**src/rtl/tms_pkg.sv**
```systemverilog
// Shared types, constants and reset values for the text marquee scroller.
package tms_pkg;

    localparam int PANEL_WIDTH_DEF = 64;

    localparam int CALC_W = 16;
    localparam int OFFSET_W = 13;
    localparam int CFG_INDEX_W = 2;
    localparam int CFG_DATA_W = 16;

    localparam logic [CFG_INDEX_W-1:0] CFG_SCROLL_REQUEST = 2'd0;
    localparam logic [CFG_INDEX_W-1:0] CFG_STEP_INTERVAL = 2'd1;
    localparam logic [CFG_INDEX_W-1:0] CFG_END_PAUSE = 2'd2;

    typedef enum logic [1:0] {
        MODE_NONE   = 2'd0,
        MODE_LEFT   = 2'd1,
        MODE_BOUNCE = 2'd2,
        MODE_AUTO   = 2'd3
    } t_mode;

    localparam t_mode RST_SCROLL_REQUEST = MODE_AUTO;
    localparam logic [15:0] RST_STEP_INTERVAL = 16'd50;
    localparam logic [15:0] RST_END_PAUSE = 16'd800;

    typedef struct packed {
        t_mode       scroll_request;
        logic [15:0] step_interval_ms;
        logic [15:0] end_pause_ms;
    } t_cfg;

    typedef struct packed {
        logic [31:0] now_ms;
        logic        new_text;
        logic [10:0] text_width;
        logic [10:0] layer_x;
    } t_item;

    typedef struct packed {
        logic [12:0] draw_x;
        t_mode       active_mode;
        logic        done_once;
        logic        still_scrolling;
    } t_result;

    typedef struct packed {
        logic [OFFSET_W-1:0] offset;
        logic                direction_back;
        logic [31:0]         pause_until;
        logic [31:0]         last_step_time;
        logic                completed;
        t_mode               mode_now;
        logic [10:0]         width_latched;
    } t_state;

endpackage

```
**src/rtl/tms_cfg.sv**
```systemverilog
// Configuration register file for the text marquee scroller.
module tms_cfg
    import tms_pkg::*;
(
    input  logic                   i_clk,
    input  logic                   i_rst_n,
    input  logic                   i_cfg_valid,
    output logic                   o_cfg_ready,
    input  logic [CFG_INDEX_W-1:0] i_cfg_index,
    input  logic [CFG_DATA_W-1:0]  i_cfg_data,
    output t_cfg                   o_cfg
);

    t_cfg r_cfg;

    assign o_cfg_ready = 1'b1;
    assign o_cfg = r_cfg;

    always_ff @(posedge i_clk) begin
        if (!i_rst_n) begin
            r_cfg.scroll_request <= RST_SCROLL_REQUEST;
            r_cfg.step_interval_ms <= RST_STEP_INTERVAL;
            r_cfg.end_pause_ms <= RST_END_PAUSE;
        end else if (i_cfg_valid) begin
            case (i_cfg_index)
                CFG_SCROLL_REQUEST: r_cfg.scroll_request <= t_mode'(i_cfg_data[1:0]);
                CFG_STEP_INTERVAL:  r_cfg.step_interval_ms <= i_cfg_data;
                CFG_END_PAUSE:      r_cfg.end_pause_ms <= i_cfg_data;
                default: ;
            endcase
        end
    end

endmodule

```
**src/rtl/tms_step.sv**
```systemverilog
// Scroll state registers and the per-frame update logic.
module tms_step
    import tms_pkg::*;
#(
    parameter int PANEL_WIDTH = PANEL_WIDTH_DEF
) (
    input  logic    i_clk,
    input  logic    i_rst_n,
    input  t_cfg    i_cfg,
    input  logic    i_fire,
    input  t_item   i_item,
    output t_result o_result
);

    localparam logic signed [CALC_W-1:0] PANEL = CALC_W'(PANEL_WIDTH);

    t_state r_st;
    t_state n_st;

    logic signed [CALC_W-1:0] lx;
    logic signed [CALC_W-1:0] wl;
    logic signed [CALC_W-1:0] off;
    logic signed [CALC_W-1:0] lim;
    logic signed [CALC_W-1:0] draw;
    logic signed [CALC_W-1:0] stepped_ext;
    logic [OFFSET_W-1:0]      stepped;
    logic                     due;

    always_comb begin
        n_st = r_st;
        lx = CALC_W'($signed(i_item.layer_x));
        if (i_item.new_text) begin
            n_st.width_latched = i_item.text_width;
            n_st.offset = '0;
            n_st.direction_back = 1'b0;
            n_st.pause_until = '0;
            n_st.completed = 1'b0;
            n_st.last_step_time = i_item.now_ms;
            case (i_cfg.scroll_request)
                MODE_NONE:   n_st.mode_now = MODE_NONE;
                MODE_LEFT:   n_st.mode_now = MODE_LEFT;
                MODE_BOUNCE: n_st.mode_now = MODE_BOUNCE;
                default: begin
                    n_st.mode_now = ($signed(CALC_W'(i_item.text_width)) + lx > PANEL) ?
                        MODE_BOUNCE : MODE_NONE;
                end
            endcase
        end

        wl = CALC_W'(n_st.width_latched);
        off = CALC_W'($signed(n_st.offset));
        due = (i_item.now_ms - n_st.last_step_time) >= {16'd0, i_cfg.step_interval_ms};
        lim = wl + lx - PANEL;
        if (lim < 0) begin
            lim = '0;
        end
        stepped = '0;
        stepped_ext = '0;
        draw = lx;

        case (n_st.mode_now)
            MODE_BOUNCE: begin
                draw = lx - off;
                if (i_item.now_ms >= n_st.pause_until && due) begin
                    stepped = n_st.direction_back ? n_st.offset - OFFSET_W'(1)
                                                  : n_st.offset + OFFSET_W'(1);
                    stepped_ext = CALC_W'($signed(stepped));
                    n_st.offset = stepped;
                    n_st.last_step_time = i_item.now_ms;
                    if (!n_st.direction_back && stepped_ext >= lim) begin
                        n_st.offset = lim[OFFSET_W-1:0];
                        n_st.direction_back = 1'b1;
                        n_st.pause_until = i_item.now_ms + {16'd0, i_cfg.end_pause_ms};
                    end else if (n_st.direction_back && stepped_ext <= 0) begin
                        n_st.offset = '0;
                        n_st.direction_back = 1'b0;
                        n_st.pause_until = i_item.now_ms + {16'd0, i_cfg.end_pause_ms};
                        n_st.completed = 1'b1;
                    end
                end
            end
            MODE_LEFT: begin
                draw = PANEL - off;
                if (due) begin
                    n_st.offset = n_st.offset + OFFSET_W'(1);
                    n_st.last_step_time = i_item.now_ms;
                    if (draw + wl < 0) begin
                        n_st.offset = '0;
                        n_st.completed = 1'b1;
                    end
                end
            end
            default: begin
                n_st = i_item.new_text ? n_st : r_st;
            end
        endcase

        o_result.draw_x = draw[12:0];
        o_result.active_mode = n_st.mode_now;
        o_result.done_once = n_st.completed;
        o_result.still_scrolling = (n_st.mode_now == MODE_LEFT || n_st.mode_now == MODE_BOUNCE)
                                   && !n_st.completed;
    end

    always_ff @(posedge i_clk) begin
        if (!i_rst_n) begin
            r_st.offset <= '0;
            r_st.direction_back <= 1'b0;
            r_st.pause_until <= '0;
            r_st.last_step_time <= '0;
            r_st.completed <= 1'b0;
            r_st.mode_now <= MODE_NONE;
            r_st.width_latched <= '0;
        end else if (i_fire) begin
            r_st <= n_st;
        end
    end

endmodule

```
**src/rtl/text_marquee_scroller_core.sv**
```systemverilog
// Top level of the text marquee scroller: input register, frame update and result register.
// Each input transfer is one render frame and yields exactly one result transfer. The frame
// sits in the input register while the update logic works on it, then moves to the result
// register, from which the result is offered. A new frame is taken in every cycle while the
// output side keeps taking results; while a result waits and the input register is full, the
// input is held off. The scroll state is a single set of registers that advances as a frame
// moves to the result register.
module text_marquee_scroller_core
    import tms_pkg::*;
#(
    parameter int PANEL_WIDTH = PANEL_WIDTH_DEF
) (
    input  logic                   i_clk,
    input  logic                   i_rst_n,
    input  logic                   i_cfg_valid,
    output logic                   o_cfg_ready,
    input  logic [CFG_INDEX_W-1:0] i_cfg_index,
    input  logic [CFG_DATA_W-1:0]  i_cfg_data,
    input  logic                   s_axis_tvalid,
    output logic                   s_axis_tready,
    // now_ms [31:0], text_width [42:32], layer_x [53:43], zero [55:54]
    input  logic [55:0]            s_axis_tdata,
    // new_text [0]
    input  logic                   s_axis_tuser,
    output logic                   m_axis_tvalid,
    input  logic                   m_axis_tready,
    // draw_x [12:0], zero [15:13]
    output logic [15:0]            m_axis_tdata,
    // active_mode [1:0], done_once [2], still_scrolling [3]
    output logic [3:0]             m_axis_tuser
);

    t_cfg    cfg;
    t_item   r_item;
    logic    r_item_valid;
    t_result step_result;
    t_result r_result;
    logic    r_result_valid;
    logic    advance;

    tms_cfg u_cfg (
        .i_clk       (i_clk),
        .i_rst_n     (i_rst_n),
        .i_cfg_valid (i_cfg_valid),
        .o_cfg_ready (o_cfg_ready),
        .i_cfg_index (i_cfg_index),
        .i_cfg_data  (i_cfg_data),
        .o_cfg       (cfg)
    );

    tms_step #(
        .PANEL_WIDTH (PANEL_WIDTH)
    ) u_step (
        .i_clk    (i_clk),
        .i_rst_n  (i_rst_n),
        .i_cfg    (cfg),
        .i_fire   (advance),
        .i_item   (r_item),
        .o_result (step_result)
    );

    assign advance = r_item_valid && (!r_result_valid || m_axis_tready);
    assign s_axis_tready = !r_item_valid || advance;

    always_ff @(posedge i_clk) begin
        if (!i_rst_n) begin
            r_item_valid <= 1'b0;
            r_result_valid <= 1'b0;
        end else begin
            if (s_axis_tready) begin
                r_item_valid <= s_axis_tvalid;
            end
            if (advance) begin
                r_result_valid <= 1'b1;
            end else if (m_axis_tready) begin
                r_result_valid <= 1'b0;
            end
        end
    end

    always_ff @(posedge i_clk) begin
        if (s_axis_tready && s_axis_tvalid) begin
            r_item.now_ms <= s_axis_tdata[31:0];
            r_item.text_width <= s_axis_tdata[42:32];
            r_item.layer_x <= s_axis_tdata[53:43];
            r_item.new_text <= s_axis_tuser;
        end
        if (advance) begin
            r_result <= step_result;
        end
    end

    assign m_axis_tvalid = r_result_valid;
    assign m_axis_tdata = {3'b000, r_result.draw_x};
    assign m_axis_tuser = {r_result.still_scrolling, r_result.done_once, r_result.active_mode};

endmodule

```
**config.mk**
```make
export PLATFORM = sky130hd
export DESIGN_NAME = text_marquee_scroller_core
export DESIGN_NICKNAME = d
export VERILOG_FILES = /design/src/rtl/tms_pkg.sv /design/src/rtl/tms_cfg.sv /design/src/rtl/tms_step.sv /design/src/rtl/text_marquee_scroller_core.sv
export SDC_FILE = /design/constraint.sdc
export NUM_CORES = 1
export LEC_CHECK = 0
export BUFFER_PORTS_ARGS = -buffer_cell sky130_fd_sc_hd__buf_4
export CELL_PAD_IN_SITES_DETAIL_PLACEMENT = 0
export CELL_PAD_IN_SITES_GLOBAL_PLACEMENT = 1
export CORE_MARGIN = 3
export CORE_UTILIZATION = 48
export DETAILED_ROUTE_END_ITERATION = 16
export PLACE_DENSITY = 0.88
export SLEW_MARGIN = 30
export SYNTH_ARGS = -nofsm -noshare
export SYNTH_HDL_FRONTEND = slang
export SYNTH_HIERARCHICAL = 1
export SYNTH_SLANG_ARGS = --single-unit
```
**constraint.sdc**
```tcl
create_clock -name i_clk -period 9.85 [get_ports i_clk]
set_clock_uncertainty 0.15 [all_clocks]
set_input_delay 1.4775 -clock i_clk [delete_from_list [all_inputs] [get_ports i_clk]]
set_output_delay 1.4775 -clock i_clk [all_outputs]
set_load 0.01 [all_outputs]
```
# [Word level (Yosys, flattened, before mapping)]
# Cells that the tools add are included.
[op_classes] mux=22 magnitude_cmp=7 n_addsub=10 n_reduce_logical=24 n_eq_ne=8
[op_table] cell="92-bit two-way mux" n=2
[op_table] cell="33-bit case mux with 2 select lines" n=2
[op_table] cell="46-bit two-way mux" n=2
[op_table] cell="79-bit two-way mux" n=1
[op_table] cell="13-bit two-way mux" n=4
[op_table] cell="13-bit case mux with 2 select lines" n=2
[op_table] cell="33-bit two-way mux" n=1
[op_table] cell="32-bit by 16-bit adder with 32-bit output" n=1
[op_table] cell="32-bit by 16-bit >= comparator with 1-bit output" n=1
[op_table] cell="32-bit >= comparator" n=1
[op_table] cell="32-bit by 1-bit < comparator with 1-bit output, second input constant" n=1
[op_table] cell="32-bit subtractor" n=1
[op_table] cell="12-bit by 11-bit adder with 13-bit output" n=2
[op_table] cell="13-bit by 16-bit >= comparator with 1-bit output" n=1
[op_table] cell="16-bit by 8-bit > comparator with 1-bit output, second input constant" n=1
[op_table] cell="16-bit by 1-bit < comparator with 1-bit output, second input constant" n=1
[op_table] cell="16-bit two-way mux" n=1
[op_table] cell="14-bit by 12-bit adder with 15-bit output" n=1
[op_table] cell="13-bit by 8-bit subtractor with 14-bit output, second input constant" n=1
[op_table] cell="8-bit by 13-bit subtractor with 14-bit output, first input constant" n=1
[op_table] cell="13-bit by 1-bit adder with 13-bit output, second input constant" n=1
[op_table] cell="13-bit by 1-bit <= comparator with 1-bit output, second input constant" n=1
[op_table] cell="11-bit by 13-bit subtractor with 13-bit output" n=1
[op_table] cell="13-bit by 1-bit subtractor with 13-bit output, second input constant" n=1
[op_table] cell="other kinds (13)" n=39
[totals] elab_cells=91 ff_bits=200 in_bits=80 output_inout_bits=23

# [Logic depth before layout (Yosys ltp)]
# Gate-level depths: netlist (run 1).
[depth] depth_word=16 mapped_depth=31 depth_no_buf=23

# [By module]
# Netlist (run 1), hierarchy kept.
[by_module_without_submodules] mod="tms_step" cells_per_inst=1843 instances=1 seq_area_each_um2=1841.8 area_each_um2=13594.3
[by_module_without_submodules] mod="text_marquee_scroller_core" cells_per_inst=85 instances=1 seq_area_each_um2=2202.1 area_each_um2=2292.2
[by_module_without_submodules] mod="tms_cfg" cells_per_inst=136 instances=1 seq_area_each_um2=680.7 area_each_um2=1348.8

# [Least setup slack after synthesis (run 1)]
# OpenSTA, ideal clock, no wires.
[synth_path] path_kind="reg2reg" start="register r_item[22] in the netlist's numbering" end="register u_step/r_st[49] in the netlist's numbering" stages_incl_launch_ff=32 path_buffers=9 setup_slack_ns=2.682 setup_time_ns=0.059 synth_period_minus_slack_ns=7.168 required_time_ns=9.641 arrival_ns=6.959 cell_sequence="edfxtp_1 -> buf_2 -> clkbuf_1 -> buf_1 -> buf_1 -> clkbuf_1 -> mux2_2 -> ha_1 -> ha_1 -> fa_1 -> a21o_1 -> a21oi_1 -> o21ai_0 -> a31o_2 -> a31o_2 -> clkbuf_1 -> nand2_1 -> inv_1 -> ha_1 -> nand2b_1 -> a21o_1 -> a211oi_1 -> o21ai_0 -> a221oi_1 -> a211o_1 -> clkbuf_1 -> a21oi_4 -> and2_4 -> buf_6 -> o31ai_4 -> buf_6 -> a22o_1"
[synth_between] elab_chain_len=10 word_cells_on_any_way=26 classes_between="add/sub (5); order compare (5); eq/ne (2); mux (8); reduce/logical (6)"
[synth_lines] item="start: declaration" line_no="text_marquee_scroller_core.sv:34" rtl="t_item r_item;"
[synth_lines] item="92-bit two-way mux" line_no="tms_step.sv:32" rtl="if (i_item.new_text) begin"
[synth_lines] item="12-bit by 11-bit adder with 13-bit output" line_no="tms_step.sv:53" rtl="lim = wl + lx - PANEL;"
[synth_lines] item="13-bit by 8-bit subtractor with 14-bit output" line_no="tms_step.sv:53"
[synth_lines] item="16-bit by 1-bit < comparator with 1-bit output" line_no="tms_step.sv:54" rtl="if (lim < 0) begin"
[synth_lines] item="16-bit two-way mux" line_no="tms_step.sv:54"
[synth_lines] item="13-bit by 16-bit >= comparator with 1-bit output" line_no="tms_step.sv:70" rtl="if (!n_st.direction_back && stepped_ext >= lim) begin"
[synth_lines] item="1-bit logical AND" line_no="tms_step.sv:70"
[synth_lines] item="46-bit two-way mux" line_no="tms_step.sv:70"
[synth_lines] item="79-bit two-way mux" line_no="tms_step.sv:64" rtl="if (i_item.now_ms >= n_st.pause_until && due) begin"
[synth_lines] item="33-bit case mux with 2 select lines" line_no="tms_step.sv:61" rtl="case (n_st.mode_now)"
[synth_lines] item="end signal: assignment" line_no="tms_step.sv:115" rtl="r_st <= n_st;"
[synth_lines] item="end: declaration" line_no="tms_step.sv:17" rtl="t_state r_st;"
# Several ways; a longest one is shown, not always the timed one. The select of a mux whose other input is x is not followed.
# A chain may end at the register's enable or synchronous reset.

# [Worst setup path after layout (run 1)]
[layout_path] start="register r_item[22] in the netlist's numbering" end="register u_step/r_st[23] in the netlist's numbering"
[layout_between] elab_chain_len=6 word_cells_on_any_way=13 classes_between="add/sub (1); order compare (2); eq/ne (2); mux (5); reduce/logical (3)"
[layout_lines] item="92-bit two-way mux" line_no="tms_step.sv:32"
[layout_lines] item="32-bit subtractor" line_no="tms_step.sv:52" rtl="due = (i_item.now_ms - n_st.last_step_time) >= {16'd0, i_cfg.step_interval_ms};"
[layout_lines] item="32-bit by 16-bit >= comparator with 1-bit output" line_no="tms_step.sv:52"
[layout_lines] item="1-bit logical AND" line_no="tms_step.sv:64"
[layout_lines] item="79-bit two-way mux" line_no="tms_step.sv:64"
[layout_lines] item="33-bit case mux with 2 select lines" line_no="tms_step.sv:61"
# Several ways; a longest one is shown, not always the timed one. The select of a mux whose other input is x is not followed.

==> results of run 1 <==
## through the flow
step / cells / setup slack [ns] / utilization (%) / cell area [µm²]
2_1_floorplan: 2066 / 2.68 / - / 17200
3_3_place_gp: 2507 / 2.20 / 51.8 / 18100
3_5_place_dp: 2508 / 2.09 / 51.9 / 18100
4_1_cts: 2540 / 2.06 / 53.5 / 18700
5_1_grt: 2542 / 1.35 / 53.6 / 18700
6_report: 2542 / 1.92 / 53.6 / 18700
## worst max-delay path, stage by stage (launching register included)
cell and delay, ns:
edfxtp_1 0.90, buf_4 0.47, mux2i_1 0.44, ha_1 0.37, a211oi_1 0.35, o211ai_1 0.28
a21boi_0 0.59, xnor2_1 0.20, ha_1 0.27, a2111oi_0 0.52, inv_1 0.08, o21ai_0 0.16
a31oi_1 0.10, nor4_1 0.36, nand4_1 0.12, and4b_1 0.45, and2_2 0.71, buf_4 0.66
mux2i_1 0.16, a221oi_1 0.30, a21oi_1 0.10
## cell families after synthesis
family,synth area share (%)
AO/OA/AOI/OAI,26.7
AND/OR/NAND/NOR,16.0
buffers and inverters,6.24
flip-flops,27.4
adder cells (fa/ha/maj),12.9
multiplexers,6.58
XOR/XNOR,4.12
other,0.0436
## cell usage in the layout (no fill, tap or decap), types with 58 or more instances in the layout
| cell | n |
|---|---|
| inv_1 | 125 |
| o211ai_1 | 101 |
| xnor2_1 | 58 |
| nor2_1 | 89 |
| dfxtp_1 | 128 |
| nand2_1 | 233 |
| o21ai_0 | 137 |
| ha_1 | 166 |
| edfxtp_1 | 72 |
| mux2i_1 | 102 |
| a21oi_1 | 153 |
| buf_4 | 112 |
## worst paths after layout
path                            cells past startpoint  slack [ns]              end       startpoint
worst max-delay path                               20        1.92  u_step/r_st[23]       r_item[22]
worst min-delay path                                2        0.31  u_cfg/o_cfg[31]  u_cfg/o_cfg[31]
worst min register to register                      2        0.31  u_cfg/o_cfg[31]  u_cfg/o_cfg[31]
worst max register to register                     20        1.92  u_step/r_st[23]       r_item[22]
## routing by layer
metal,vias up,track usage (%)
li1,7708,-
met1,7845,36.0
met2,635,46.9
met3,94,3.40
met4,0,9.16
met5,-,0
## registers in the layout, summed over array words and instances, names as in the netlist
register       flops
u_cfg/o_cfg       34
m_axis_tuser       4
m_axis_tvalid      1
m_axis_tdata      13
r_item            55
u_step/r_st       92
r_item_valid       1
## power groups by stage
stage | Combinational, mW | Sequential (mW) | Clock [mW]
finish | 0.831 | 0.954 | 0.696
global route | 0.917 | 0.958 | 0.743
CTS | 0.817 | 0.952 | 0.709
detailed placement | 0.813 | 0.971 | 0
global placement | 0.794 | 0.970 | 0
floorplan | 0.597 | 0.950 | 0
## layout make-up
class | instances | area (µm²)
Clock buffer | 20 | 447
Fill cell | 3241 | 16200
Sequential cell | 200 | 4720
Clock inverter | 12 | 115
Inverter | 128 | 480
Timing Repair Buffer | 115 | 885
Multi-Input combinational cell | 1612 | 11500
Tap cell | 455 | 569
==> flow_metrics.py, run 1 <==
metrics = {
    "placement": {
        "port_buffers": 96,
        "dp_hpwl_um": 40000,
        "place_congestion": 0.943,
    },
    "synthesis": {
        "yosysMostFrequentCell": "nand2_1",
        "synth_flop_cell": "dfxtp_1",
        "netlist_instances": 2064,
        "synth_area_um2": 17200,
        "synth_top_area_share_pct": 14.9,
        "ys_async_sr_fraction_pct": 0,
        "synth_cell_types": 96,
        "postSynthAreaPerCell_um2": 8.35,
        "yosysWarningCount": 6,
        "synth.top_cells.by_area": "dfxtp_1, edfxtp_1, ha_1",
        "yosys.area.top_type": "dfxtp_1",
        "ys_seq_area_share_pct": 27.4,
        "synth-seq-cells": 200,
        "ys_top_cells_by_count": "nand2_1, ha_1, a21oi_1",
        "synth_edf_count": 72,
    },
    "clock_tree": {
        "cts_setup_buffers": 0,
        "cts-root-buf": "clkbuf_16",
        "ctsResizeCount": 0,
        "cts_tree": "done",
        "clk_path_buf_depth": 2,
        "cts_sinks": 200,
        "clk_pin_slew_ns": 0.08,
        "holdBufCountCts": 0,
        "numCtsBuffers": 17,
        "clock_latency_ns": 0.45,
        "htreeDepth": 4,
    },
    "layout": {
        "area_growth_pct": 8.73,
        "diodes": 0,
        "drive_above_1_share_pct": 9.44,
        "nets": 2328,
    },
    "detailed_routing": {
        "dr.pass1.iters": 8,
        "via_count": 16300,
        "wl_met2_um": 26200,
        "dr_wl_met3_um": 3230,
        "drt_iter0_drc": 1396,
        "wirelength_um": 54400,
        "drcViolationCount": 0,
        "ant_nets": 0,
        "top_layer": "met4",
        "avgRoutedWirePerCell_um": 21.4,
        "wl_met1_um": 23500,
        "viasPerCell": 6.41,
    },
    "timing": {
        "post-route-min-period_ns": 7.93,
        "fin_crit_sh_pct": 80.5,
        "rsz0062_at_grt": "no",
        "max_freq_mhz": 126,
        "tns_ns": 0,
        "slew_headroom_pct": 40.9,
        "finalSetupViolations": 0,
        "holdWs_ns": 0.311,
        "maxSlewViolCount": 0,
        "worstMarginPinSlew_ns": 0.884,
        "finalHoldViolCount": 0,
    },
    "setup_path": {
        "crit_fanout": 48,
        "end_kind": "flip-flop",
        "required_ns": 10.04,
        "path_class": "reg2reg",
        "start_kind": "flip-flop",
        "cp_data_arrival_time_ns": 8.11,
    },
    "outcome": {
        "status": "finished, final reports clean",
    },
    "floorplan": {
        "dieArea_um2": 38200,
        "initial_utilization_pct": 49.3,
        "die_w_um": 195,
        "core-area_um2": 35000,
        "row_count": 68,
        "top_level_ports": 103,
        "die_y_um": 195,
    },
    "pwr": {
        "p_sw_mw": 0.920,
        "swShare_pct": 37.1,
        "power-per-cell-area_nw_per_um2": 132,
        "p_total_mw": 2.48,
        "p_int_mw": 1.56,
        "leakagePower_nw": 7.53,
        "clockPowerShare_pct": 28.0,
        "p_seq_share_pct": 38.5,
        "p_comb_share_pct": 33.5,
        "peakVddDrop_mv": 0.123,
    },
    "global_routing": {
        "grt_antenna_before_repair": 0,
        "grt_pass1_vias": 15600,
        "grt_util_all_layers_pct": 27.4,
        "grt_max_degree": 80,
        "grt_pass1_wl_um": 85100,
        "grt_overflow": 0,
    },
    "worst_hold_path": {
        "hold_path_class": "reg2reg",
    },
    "flow_run": {
        "max_cap_viol_count": 0,
    },
}
(Power assumes the default switching activity.)
==> run 2: changes to the inputs <==
ABC_AREA = 1   (was not set)
CORE_UTILIZATION = 40   (was 48)
PLACE_DENSITY = 0.84   (was 0.88)
clock period = 6.8 ns   (was 9.85 ns; I/O delays follow)
==> flow_metrics.py, run 2 <==
metrics = {
    "pwr": {
        "p_total_mw": 3.76,
        "swShare_pct": 39.4,
        "clockPowerShare_pct": 28.4,
        "p_comb_share_pct": 35.1,
        "p_sw_mw": 1.49,
        "p_int_mw": 2.28,
        "leakagePower_nw": 10.5,
        "p_seq_share_pct": 36.5,
        "peakVddDrop_mv": 0.203,
        "power-per-cell-area_nw_per_um2": 176,
    },
    "clock_tree": {
        "holdBufCountCts": 0,
        "numCtsBuffers": 17,
        "clk_path_buf_depth": 2,
        "clk_pin_slew_ns": 0.08,
        "cts_tree": "done",
        "cts-root-buf": "clkbuf_16",
        "clock_latency_ns": 0.51,
        "cts_sinks": 200,
        "htreeDepth": 4,
    },
    "placement": {
        "dp_hpwl_um": 50200,
        "port_buffers": 96,
        "pre_cts_slack_ns": 0.507,
        "placed_cells": 3821,
        "placedInstanceArea_um2": 20800,
        "place_congestion": 0.942,
    },
    "synthesis": {
        "synth.top_cells.by_area": "nand2_1, dfxtp_1, edfxtp_1",
        "synth_edf_count": 72,
        "yosys.area.top_type": "nand2_1",
        "synth_cell_types": 51,
        "synth_top_area_share_pct": 20.8,
        "ys_async_sr_fraction_pct": 0,
        "yosysWarningCount": 6,
        "synth-seq-cells": 200,
        "ys_seq_area_share_pct": 24.0,
        "yosysMostFrequentCell": "nand2_1",
        "synth_flop_cell": "dfxtp_1",
        "synth_area_um2": 19600,
        "netlist_instances": 3179,
        "ys_top_cells_by_count": "nand2_1, inv_1, nor2_1",
        "postSynthAreaPerCell_um2": 6.18,
    },
    "setup_path": {
        "required_ns": 7.08,
        "path_class": "reg2reg",
        "crit_fanout": 37,
        "cp_data_arrival_time_ns": 6.41,
        "worst_r2r_path_depth": 27,
        "end_kind": "flip-flop",
        "start_kind": "flip-flop",
    },
    "worst_hold_path": {
        "hold_depth": 2,
        "hold_path_class": "reg2reg",
    },
    "detailed_routing": {
        "drt_iter0_drc": 1810,
        "drcViolationCount": 0,
        "avgRoutedWirePerCell_um": 17.8,
        "viasPerCell": 5.41,
        "via_count": 20800,
        "ant_nets": 0,
        "wirelength_um": 68600,
        "dr.pass1.iters": 6,
    },
    "layout": {
        "mostFrequentLayoutCells": "nand2_1, inv_1, nor2_1",
        "largest-register": "u_step/r_st",
        "diodes": 0,
        "stdcell_area_um2": 21400,
        "area_growth_pct": 8.99,
        "nets": 3438,
        "final_common_cell": "nand2_1",
        "drive_above_1_share_pct": 7.19,
        "largest_reg_flops": 92,
        "fin_cells": 3853,
        "final_core_util_pct": 44.5,
    },
    "floorplan": {
        "row_count": 80,
        "dieArea_um2": 51800,
        "initial_utilization_pct": 40.8,
        "core-area_um2": 48100,
        "die_w_um": 228,
        "die_y_um": 228,
        "top_level_ports": 103,
    },
    "timing": {
        "max_freq_mhz": 163,
        "worst_slack_ns": 0.669,
        "maxSlewViolCount": 0,
        "finalSetupViolations": 0,
        "worstMarginPinSlew_ns": 0.902,
        "rsz0062_at_grt": "no",
        "holdWs_ns": 0.317,
        "finalHoldViolCount": 0,
        "post-route-min-period_ns": 6.13,
        "slew_headroom_pct": 39.3,
        "fin_crit_sh_pct": 90.2,
        "tns_ns": 0,
    },
    "global_routing": {
        "grt_pass1_vias": 19600,
        "grt_antenna_before_repair": 0,
        "grt_pass1_wl_um": 106000,
        "grt_util_all_layers_pct": 26.2,
        "grt_overflow": 0,
        "grt_max_degree": 98,
    },
    "outcome": {
        "status": "finished, final reports clean",
    },
    "flow_run": {
        "max_cap_viol_count": 0,
    },
}
[run 2: worst max-delay path: stages (launching register included)]
cell      delay (ns)
edfxtp_1        0.44
buf_4           0.51
nand2_1         0.18
inv_1           0.09
a21oi_1         0.05
ha_1            0.24
fa_1            0.53
inv_1           0.11
nand2_1         0.07
nor2_1          0.18
nand3_1         0.12
nand3_2         0.29
o21ai_0         0.15
nor2_1          0.18
inv_1           0.07
ha_1            0.29
nand2_1         0.07
o21ai_0         0.16
a21oi_1         0.09
nor3_4          0.36
nand2_4         0.23
nand2_4         0.41
nand3_4         0.45
nand2_1         0.20
nand3_1         0.09
nand2_1         0.09
nand2_1         0.07
a21oi_2         0.14
[run 2: what timing repair did]
action                     4_1_cts  5_1_grt
buffers inserted                 0        0
gates resized for setup          0        1
setup endpoints to repair        0       23
[run 2: layer usage]
metal / vias to the layer above / track usage [%] / wire length [µm]
met2: 783 / 44.3 / 32000
met4: 0 / 11.5 / 2700
met5: - / 0 / 0
met3: 122 / 3.61 / 4350
met1: 9625 / 33.5 / 29600
li1: 10300 / - / -
[run 2: final timing paths]
path	from	end	slack, ns
worst max-delay path	r_item[22]	u_step/r_st[51]	0.67
worst min register to register	u_step/r_st[44]	u_step/r_st[44]	0.32
worst min-delay path	u_step/r_st[44]	u_step/r_st[44]	0.32
worst max register to register	r_item[22]	u_step/r_st[51]	0.67
[run 2: power groups by stage]
stage / clock network [mW] / registers [mW] / logic, mW
floorplan: 0 / 1.37 / 0.945
global placement: 0 / 1.40 / 1.27
detailed placement: 0 / 1.40 / 1.30
CTS: 1.10 / 1.37 / 1.31
global route: 1.13 / 1.38 / 1.49
finish: 1.07 / 1.38 / 1.32
[run 2: area by class of cell]
type | instances | area [µm²]
fillers | 5096 | 26700
clock inverters | 10 | 108
flip-flops and latches | 200 | 4720
clock buffers | 22 | 464
repair buffers | 121 | 956
inverters | 344 | 1290
well taps | 656 | 821
multi-input cells | 2500 | 13000
[run 2: logic make-up (layout without fill, tap and decap cells)]
kind of cell               Yosys count  in the layout  synth area share [%]
and+or+nand+nor                   1860           1860                  39.8
buffers and inverters              481            497                  9.87
AOI/OAI and AO/OA                  379            379                  11.1
DFF                                200            200                  24.0
adders and majority gates          174            174                  11.3
xor gates and xnor gates            62             62                  2.76
muxes                               21             21                  1.07
other                                2              4                0.0382
